**src/rtl/wsfr_pkg.sv**
```systemverilog
// ----------------------------------------------------------------------------
// WebSocket frame receiver package
// Phase encoding, opcodes, event codes and header constants shared by the
// receiver.
// ----------------------------------------------------------------------------
package wsfr_pkg;

	typedef enum logic [2:0] {
		PH_HDR0    = 3'd0,
		PH_HDR1    = 3'd1,
		PH_EXT16   = 3'd2,
		PH_EXT64   = 3'd3,
		PH_KEY     = 3'd4,
		PH_PAYLOAD = 3'd5
	} phase_t;

	localparam logic [3:0] OP_TEXT  = 4'd1;
	localparam logic [3:0] OP_CLOSE = 4'd8;
	localparam logic [3:0] OP_PING  = 4'd9;

	localparam logic [1:0] EV_TEXT  = 2'd0;
	localparam logic [1:0] EV_PING  = 2'd1;
	localparam logic [1:0] EV_EPING = 2'd2;
	localparam logic [1:0] EV_CLOSE = 2'd3;

	localparam logic [6:0] LEN_EXT16 = 7'd126;
	localparam logic [6:0] LEN_EXT64 = 7'd127;

	// Value of the header byte counter on the final byte of each part.
	localparam logic [2:0] CNT_EXT16_END = 3'd1;
	localparam logic [2:0] CNT_EXT64_END = 3'd7;
	localparam logic [2:0] CNT_KEY_END   = 3'd3;

	localparam int LEN_W = 64;
	localparam int KEY_W = 32;

endpackage

```
**src/rtl/websocket_frame_receiver_unit.sv**
```systemverilog
// ----------------------------------------------------------------------------
// WebSocket frame receiver
// Byte-serial frame parser: decodes the header, extended length and masking
// key, unmasks the payload and reports text bytes, ping bytes, empty pings
// and the close event.
// ----------------------------------------------------------------------------
// Channel  Direction  tdata            tuser           tlast
// s_axis   in         rx_byte [7:0]    -               -
// m_axis   out        data_byte [7:0]  event_res [1:0] last
//
// One byte is accepted every cycle while m_axis does not stall; its result
// passes through the input register, then the result register, to m_axis.
// The rate is set by the single parse step between the two registers.
// arst_n clears the parser to await a new frame header and leaves no
// transaction pending. A stall on m_axis holds the result register and backs
// up into the input register before s_axis_tready drops.
// ----------------------------------------------------------------------------
module websocket_frame_receiver_unit (
	input  logic       clk,
	input  logic       arst_n,
	input  logic       s_axis_tvalid,
	output logic       s_axis_tready,
	input  logic [7:0] s_axis_tdata,   // [7:0] rx_byte
	output logic       m_axis_tvalid,
	input  logic       m_axis_tready,
	output logic [7:0] m_axis_tdata,   // [7:0] data_byte
	output logic [1:0] m_axis_tuser,   // [1:0] event_res
	output logic       m_axis_tlast
);
	import wsfr_pkg::*;

	logic                 valid_s1;
	logic [7:0]           byte_s1;
	logic                 out_valid_q;
	logic [7:0]           out_data_q;
	logic [1:0]           out_event_q;
	logic                 out_last_q;

	phase_t               phase_q, phase_d;
	logic [3:0]           opcode_q, opcode_d;
	logic                 mask_q, mask_d;
	logic [LEN_W-1:0]     rem_q, rem_d;
	logic [2:0]           cnt_q, cnt_d;
	logic [KEY_W-1:0]     key_q, key_d;
	logic [1:0]           pidx_q, pidx_d;
	logic                 halted_q, halted_d;

	logic                 advance;
	logic                 step;
	logic                 hdr_empty;
	logic                 pay_last;
	logic [7:0]           key_byte;
	logic [7:0]           unmasked;
	logic [LEN_W-1:0]     rem_shift;

	logic                 res_valid;
	logic [1:0]           res_event;
	logic [7:0]           res_data;
	logic                 res_last;

	assign advance       = !out_valid_q || m_axis_tready;
	assign step          = valid_s1 && advance && !halted_q;
	assign s_axis_tready = !valid_s1 || advance;

	assign pay_last  = (rem_q == LEN_W'(1));
	assign rem_shift = {rem_q[LEN_W-9:0], byte_s1};

	always_comb begin
		case (pidx_q)
			2'd0:    key_byte = key_q[31:24];
			2'd1:    key_byte = key_q[23:16];
			2'd2:    key_byte = key_q[15:8];
			default: key_byte = key_q[7:0];
		endcase
	end

	assign unmasked = mask_q ? (byte_s1 ^ key_byte) : byte_s1;

	// Next state of the parser
	always_comb begin
		phase_d   = phase_q;
		opcode_d  = opcode_q;
		mask_d    = mask_q;
		rem_d     = rem_q;
		cnt_d     = cnt_q;
		key_d     = key_q;
		pidx_d    = pidx_q;
		halted_d  = halted_q;
		hdr_empty = 1'b0;
		if (step) begin
			case (phase_q)
				PH_HDR0: begin
					opcode_d = byte_s1[3:0];
					phase_d  = PH_HDR1;
				end
				PH_HDR1: begin
					mask_d = byte_s1[7];
					cnt_d  = 3'd0;
					rem_d  = '0;
					if (byte_s1[6:0] == LEN_EXT16) begin
						phase_d = PH_EXT16;
					end else if (byte_s1[6:0] == LEN_EXT64) begin
						phase_d = PH_EXT64;
					end else begin
						rem_d = LEN_W'(byte_s1[6:0]);
						if (byte_s1[7]) begin
							key_d   = '0;
							phase_d = PH_KEY;
						end else begin
							pidx_d = 2'd0;
							if (byte_s1[6:0] != 7'd0) begin
								phase_d = PH_PAYLOAD;
							end else begin
								phase_d   = PH_HDR0;
								hdr_empty = 1'b1;
							end
						end
					end
				end
				PH_EXT16, PH_EXT64: begin
					rem_d = rem_shift;
					cnt_d = cnt_q + 3'd1;
					if ((phase_q == PH_EXT16 && cnt_q == CNT_EXT16_END) ||
					    (phase_q == PH_EXT64 && cnt_q == CNT_EXT64_END)) begin
						cnt_d = 3'd0;
						if (mask_q) begin
							key_d   = '0;
							phase_d = PH_KEY;
						end else begin
							pidx_d = 2'd0;
							if (rem_shift != '0) begin
								phase_d = PH_PAYLOAD;
							end else begin
								phase_d   = PH_HDR0;
								hdr_empty = 1'b1;
							end
						end
					end
				end
				PH_KEY: begin
					key_d = {key_q[KEY_W-9:0], byte_s1};
					cnt_d = cnt_q + 3'd1;
					if (cnt_q == CNT_KEY_END) begin
						cnt_d  = 3'd0;
						pidx_d = 2'd0;
						if (rem_q != '0) begin
							phase_d = PH_PAYLOAD;
						end else begin
							phase_d   = PH_HDR0;
							hdr_empty = 1'b1;
						end
					end
				end
				PH_PAYLOAD: begin
					pidx_d = pidx_q + 2'd1;
					rem_d  = rem_q - LEN_W'(1);
					if (pay_last) begin
						phase_d = PH_HDR0;
					end
					if (pay_last && opcode_q == OP_CLOSE) begin
						halted_d = 1'b1;
					end
				end
				default: begin
					phase_d = PH_HDR0;
				end
			endcase
			if (hdr_empty && opcode_q == OP_CLOSE) begin
				halted_d = 1'b1;
			end
		end
	end

	// Result produced by the byte in the input register
	always_comb begin
		res_valid = 1'b0;
		res_event = EV_TEXT;
		res_data  = 8'd0;
		res_last  = 1'b1;
		if (step) begin
			if (phase_q == PH_PAYLOAD) begin
				res_last = pay_last;
				if (opcode_q == OP_TEXT) begin
					res_valid = 1'b1;
					res_event = EV_TEXT;
					res_data  = unmasked;
				end else if (opcode_q == OP_PING) begin
					res_valid = 1'b1;
					res_event = EV_PING;
					res_data  = unmasked;
				end else if (opcode_q == OP_CLOSE && pay_last) begin
					res_valid = 1'b1;
					res_event = EV_CLOSE;
				end
			end else if (hdr_empty) begin
				if (opcode_q == OP_CLOSE) begin
					res_valid = 1'b1;
					res_event = EV_CLOSE;
				end else if (opcode_q == OP_PING) begin
					res_valid = 1'b1;
					res_event = EV_EPING;
				end
			end
		end
	end

	always_ff @(posedge clk or negedge arst_n) begin
		if (!arst_n) begin
			valid_s1 <= 1'b0;
		end else if (s_axis_tready) begin
			valid_s1 <= s_axis_tvalid;
		end
	end

	always_ff @(posedge clk) begin
		if (s_axis_tvalid && s_axis_tready) begin
			byte_s1 <= s_axis_tdata;
		end
	end

	always_ff @(posedge clk or negedge arst_n) begin
		if (!arst_n) begin
			phase_q  <= PH_HDR0;
			opcode_q <= 4'd0;
			mask_q   <= 1'b0;
			rem_q    <= '0;
			cnt_q    <= 3'd0;
			key_q    <= '0;
			pidx_q   <= 2'd0;
			halted_q <= 1'b0;
		end else begin
			phase_q  <= phase_d;
			opcode_q <= opcode_d;
			mask_q   <= mask_d;
			rem_q    <= rem_d;
			cnt_q    <= cnt_d;
			key_q    <= key_d;
			pidx_q   <= pidx_d;
			halted_q <= halted_d;
		end
	end

	always_ff @(posedge clk or negedge arst_n) begin
		if (!arst_n) begin
			out_valid_q <= 1'b0;
		end else if (advance) begin
			out_valid_q <= res_valid;
		end
	end

	always_ff @(posedge clk) begin
		if (res_valid) begin
			out_data_q  <= res_data;
			out_event_q <= res_event;
			out_last_q  <= res_last;
		end
	end

	assign m_axis_tvalid = out_valid_q;
	assign m_axis_tdata  = out_data_q;
	assign m_axis_tuser  = out_event_q;
	assign m_axis_tlast  = out_last_q;

endmodule

```
**config.mk**
```make
export PLATFORM = sky130hd
export DESIGN_NAME = websocket_frame_receiver_unit
export DESIGN_NICKNAME = d
export VERILOG_FILES = /design/src/rtl/wsfr_pkg.sv /design/src/rtl/websocket_frame_receiver_unit.sv
export SDC_FILE = /design/constraint.sdc
export NUM_CORES = 1
export LEC_CHECK = 0
export ABC_CLOCK_PERIOD_IN_PS = 8800
export BUFFER_PORTS_ARGS = -buffer_cell sky130_fd_sc_hd__buf_4
export CORE_MARGIN = 2
export CORE_UTILIZATION = 54
export DETAILED_ROUTE_END_ITERATION = 8
export HOLD_SLACK_MARGIN = 0.06
export PLACE_DENSITY_LB_ADDON = 0.15
export SLEW_MARGIN = 20
export SYNTH_ARGS = -nofsm -noshare
export SYNTH_HDL_FRONTEND = slang
export SYNTH_SLANG_ARGS = --single-unit
```
**constraint.sdc**
```tcl
create_clock -name clk -period 8.8 [get_ports clk]
set_clock_uncertainty 0.05 [all_clocks]
set_input_delay 2.2 -clock clk [delete_from_list [all_inputs] [get_ports clk]]
set_output_delay 2.2 -clock clk [all_outputs]
set_load 0.005 [all_outputs]
```
=== After elaboration in Yosys (flattened, before gate mapping) ===
Cells that the tools add are included.

* Register bits: 131
* Bits in latches: 0
* RAM bits: 0
* ROM bits: 0
* Input bits: 12
* Output and inout bits: 13
* Word-level logic and storage cells: 140
* Memories kept: 0

* Add/subtract/negate cells: 3
* Multiply operators: 0
* Div/mod/pow operators: 0
* $lt $le $gt $ge: 0
* Equal/unequal tests: 25
* Shift operators: 0
* Muxes and demuxes: 64
* Bitwise logic cells: 1
* Reduce and logical (&&, ||, !) cells: 33

{| class="wikitable"
|+ Operators by type and width
! operator !! number
|-
| $pmux W64 S3 || 1
|-
| $mux W32 || 5
|-
| $reduce_bool A64 Y1 || 2
|-
| $pmux W32 S3 || 1
|-
| $eq A64 B1 Y1 const B || 1
|-
| $sub A64 B1 Y64 const B || 1
|-
| $mux W3 || 12
|-
| $mux W2 || 13
|-
| $mux W8 || 3
|-
| $pmux W8 S3 || 1
|-
| $mux W1 || 22
|-
| $ne A2 B2 Y1 const B || 9
|-
| $pmux W3 S5 || 1
|-
| $eq A7 B7 Y1 const B || 2
|-
| $mux W7 || 2
|-
| $reduce_and A2 Y1 || 5
|-
| $eq A3 B2 Y1 const B || 3
|-
| $eq A3 B3 Y1 const B || 3
|-
| $pmux W3 S3 || 1
|-
| $eq A4 B4 Y1 const B || 2
|-
| $pmux W2 S4 || 1
|-
| $reduce_and A8 Y1 || 1
|-
| $xor A8 B8 Y8 || 1
|-
| $logic_and A1 B1 Y1 || 7
|-
| 19 further kinds || 26
|}

=== Longest topological paths before layout ===
* Depth after elaboration: 11
* Gate-level depth with buffers: 10
* Mapped depth without buffers: 8

=== Least setup slack after synthesis ===
Ideal clock, no wire load.

* Path type: input port to output port
* Start point: in m_axis_tready
* End point: out s_axis_tready
* Arrival: 2,507 ps
* Required time: 6,550 ps
* Path slack: 4,043 ps
* Cell stages on the path: 2
* Path buffers: 0
* Cell sequence: nor2b_1 nand2_1

* Word-level cells in the longest chain between the ends: 2

{| class="wikitable"
|+ RTL lines
! element !! RTL line !! RTL
|-
| start, declared || websocket_frame_receiver_unit.sv:25 || <nowiki>input logic m_axis_tready,</nowiki>
|-
| $logic_or A1 B1 Y1 || websocket_frame_receiver_unit.sv:61 || <nowiki>assign advance = !out_valid_q || m_axis_tready;</nowiki>
|-
| $logic_or A1 B1 Y1 || websocket_frame_receiver_unit.sv:63 || <nowiki>assign s_axis_tready = !valid_s1 || advance;</nowiki>
|-
| end, declared || websocket_frame_receiver_unit.sv:22 || <nowiki>output logic s_axis_tready,</nowiki>
|}

No other way between the ends.

=== Worst setup path in the final report ===
Ends and elaborated chain as after synthesis.

==> out/results.tsv <==
stage	metric	value	unit
logic_synthesis	ys.warnings.count	0	
logic_synthesis	synth_nets	910	
layout	seqCellArea	3370	um^2
clock_tree	postCtsHoldBufs	0	
clock_tree	cts_resized	0	
timing	rsz0062_at_grt	no	
logic_synthesis	synth-edff-count	19	
route	viasPerCell	6.61	
layout	fin_nets	904	
critical_path	path_max_fanout	5	
floorplanning	die_w	122	um
logic_synthesis	synth-main-ff-cell	dfrtp_1	
power_and_ir_drop	vdd_drop_max	0.207	mV
flow_run	cap_violations	0	
logic_synthesis	avgSynthCellArea	8.45	um^2
route	avgRoutedWirePerCell	19.4	um
logic_synthesis	yosysTopAreaCell	dfrtp_1	
critical_path	max_stage_delay	0.25	ns
route	dr.first_iter.drc_count	874	
logic_synthesis	ys_seq_area_share	45.0	%
critical_path	end_kind	primary output	
route	routed-via-count	7090	
critical_path	path_delay_family	simple AND/OR/NAND/NOR gates	
critical_path	path_common_cell	buf_4	
clock_tree	path_clk_slew	0.06	ns
floorplanning	coreArea	13700	um^2
floorplanning	dieArea	14800	um^2
clock_tree	cts_setup_buffers	0	
timing	finalHoldViolations	0	
hold_path	hold_path_class	register to register	
clock_tree	clock_sinks	131	
logic_synthesis	synth-seq-cells	131	
critical_path	crit_path_start_kind	input pin	
status	status	completed	
grt	grt_max_degree	92	
layout	fillers	1199	
layout	n_antenna_cell	0	
route	drc	0	
logic_synthesis	synthTopCellsByCount	nand2_1 (144), o21ai_0 (128), dfrtp_1 (112)	
clock_tree	root_buffer	clkbuf_16	
layout	drive_above_1_share	9.18	%
power_and_ir_drop	p_leak	3.30	nW
logic_synthesis	synthesis.area	7490	um^2
logic_synthesis	synth-async-reset-ratio	85.5	%
route	dr.pass1.iters	6	
floorplanning	fp.dieH	122	um
critical_path	crit_chain	buf_4 -> nor2b_1 -> nand2_1 -> buf_4	
grt	grtUsageTotal	29.6	%
clock_tree	cts_buffers	17	
critical_path	worstPathRequired	6.55	ns
timing	drv_slew	0	
grt	grt_pass1_vias	6665	
floorplanning	io_pins	25	
clock_tree	cts.htree.levels	4	
timing	finalSetupTns	0	ns
placed_design	hpwl	13.7	mm
timing	worst_pin_slew	0.806	ns
clock_tree	cts_tree	built	
logic_synthesis	synthTopCellsByArea	dfrtp_1 (37%), o21ai_0 (8.6%), edfxtp_1 (7.6%)	
clock_tree	insertion_delay	0.44	ns
grt	antenna_found_initial	0	
grt	grt.overflow.total	0	
placed_design	placedInstanceArea	7740	um^2
grt	grt_pass1_wl	34.6	mm
placed_design	routabilityCongestion	0.889	
logic_synthesis	synth_top_cell_area_share	37.4	%
route	postRouteWirelength	20.9	mm
critical_path	path_class	input pin to primary output	
timing	finalCritPeriodShare	57.8	%
critical_path	crit_arrival	2.84	ns
logic_synthesis	synth_cell_types	60	
timing	setup_violations	0	
clock_tree	clockBufferDepth	2	
timing	min_period	5.09	ns
layout	area_growth	12.1	%
critical_path	crit_buf_inv	2	
floorplanning	initial_core_util	54.6	%
placed_design	numPortBuffers	24	
timing	max_freq	197	MHz
floorplanning	num_rows	43	
power_and_ir_drop	power_density	344	nW/um^2
logic_synthesis	synth_cells	886	
layout	fin_area	8390	um^2
timing	maxSlewHeadroom	46.3	%
logic_synthesis	synthMostInstantiatedCell	nand2_1	
layout	multiInputGateArea	3840	um^2
critical_path	slowest_stage	nor2b_1	
route	antenna_left	0	
[tightest hold or removal path: stages, from the launching register on]
cell	delay [ns]
dfrtp_1	0.34
nand2_1	0.05
o21ai_0	0.06
[metal layers]
layer,vias to the layer above,global-route usage (%),wire (um)
li1,3258,-,-
met1,3446,43.4,9300
met2,341,43.7,9560
met3,45,5.95,1660
met4,0,10.5,342
met5,-,0,0
[kinds of logic after synthesis]
family | Yosys count | share of synthesized area [%]
AO/OA/AOI/OAI | 278 | 22.8
XOR/XNOR | 8 | 0.936
adder cells (fa/ha/maj) | 12 | 2.00
buffers and inverters | 75 | 3.93
flip-flops | 131 | 45.0
multiplexers | 5 | 0.752
AND/OR/NAND/NOR | 377 | 24.6
[sequential cells by signal, indices dropped and copies added (netlist names)]
register	cells
rem_q	64
key_q	32
byte_s1	8
m_axis_tdata	8
opcode_q	4
cnt_q	3
phase_q	3
m_axis_tuser	2
pidx_q	2
halted_q	1
m_axis_tlast	1
m_axis_tvalid	1
mask_q	1
valid_s1	1
[power by group]
part,switching [mW],internal [mW]
sequential,0.177,0.749
clock,0.278,0.504
combinational,0.826,0.351
total,1.28,1.60
[placed cells by master, fill, tap and decap left out, types with 6 or more instances in the layout]
| cell type | n |
|---|---|
| a222oi_1 | 8 |
| or4_1 | 9 |
| and3_1 | 6 |
| a22oi_1 | 13 |
| nor4_1 | 21 |
| nand2_1 | 142 |
| a31oi_1 | 11 |
| nand3_1 | 25 |
| clkbuf_16 | 17 |
| nor3_1 | 38 |
| edfxtp_1 | 19 |
| a32oi_1 | 17 |
| o21ai_0 | 128 |
| nand2b_1 | 9 |
| ha_1 | 12 |
| dfrtp_1 | 112 |
| inv_1 | 17 |
| nand4_1 | 6 |
| o31ai_1 | 7 |
| a21oi_1 | 48 |
| nor2_1 | 75 |
| or3_1 | 11 |
| buf_4 | 33 |
| xor2_1 | 7 |
[cell type report]
cell class	instances	area share, %
clock buffers	20	5.20
repair buffers	33	2.95
multi-input cells	680	45.8
flip-flops and latches	131	40.2
clock inverters	12	2.43
well taps	180	2.68
inverters	17	0.760
[per-stage QoR]
stage          total power [mW]  util [%]  std cells  hold slack (ns)  setup WS [ns]
2_1_floorplan              1.74         -        886            0.400           4.04
4_1_cts                    2.85      61.1       1073            0.434           3.70
3_3_place_gp               2.03      56.4       1041            0.412           3.75
3_5_place_dp               2.06      56.4       1041            0.422           3.71
5_1_grt                    3.06      61.2       1073            0.476           3.62
6_report                   2.88      61.2       1073            0.438           3.71
[final timing paths]
kind | startpoint | endpoint | slack [ns] | depth (start not counted)
worst min-delay path | key_q[26] | key_q[26] | 0.44 | 2
min in group asynchronous | arst_n | halted_q | 1.76 | 1
worst max-delay path | m_axis_tready | s_axis_tready | 3.71 | 4
worst max register to register | rem_q[34] | m_axis_tdata[6] | 5.05 | 6
worst min register to register | key_q[26] | key_q[26] | 0.44 | 2
max in group asynchronous | arst_n | key_q[31] | 5.70 | 2
(Power assumes the default switching activity.)
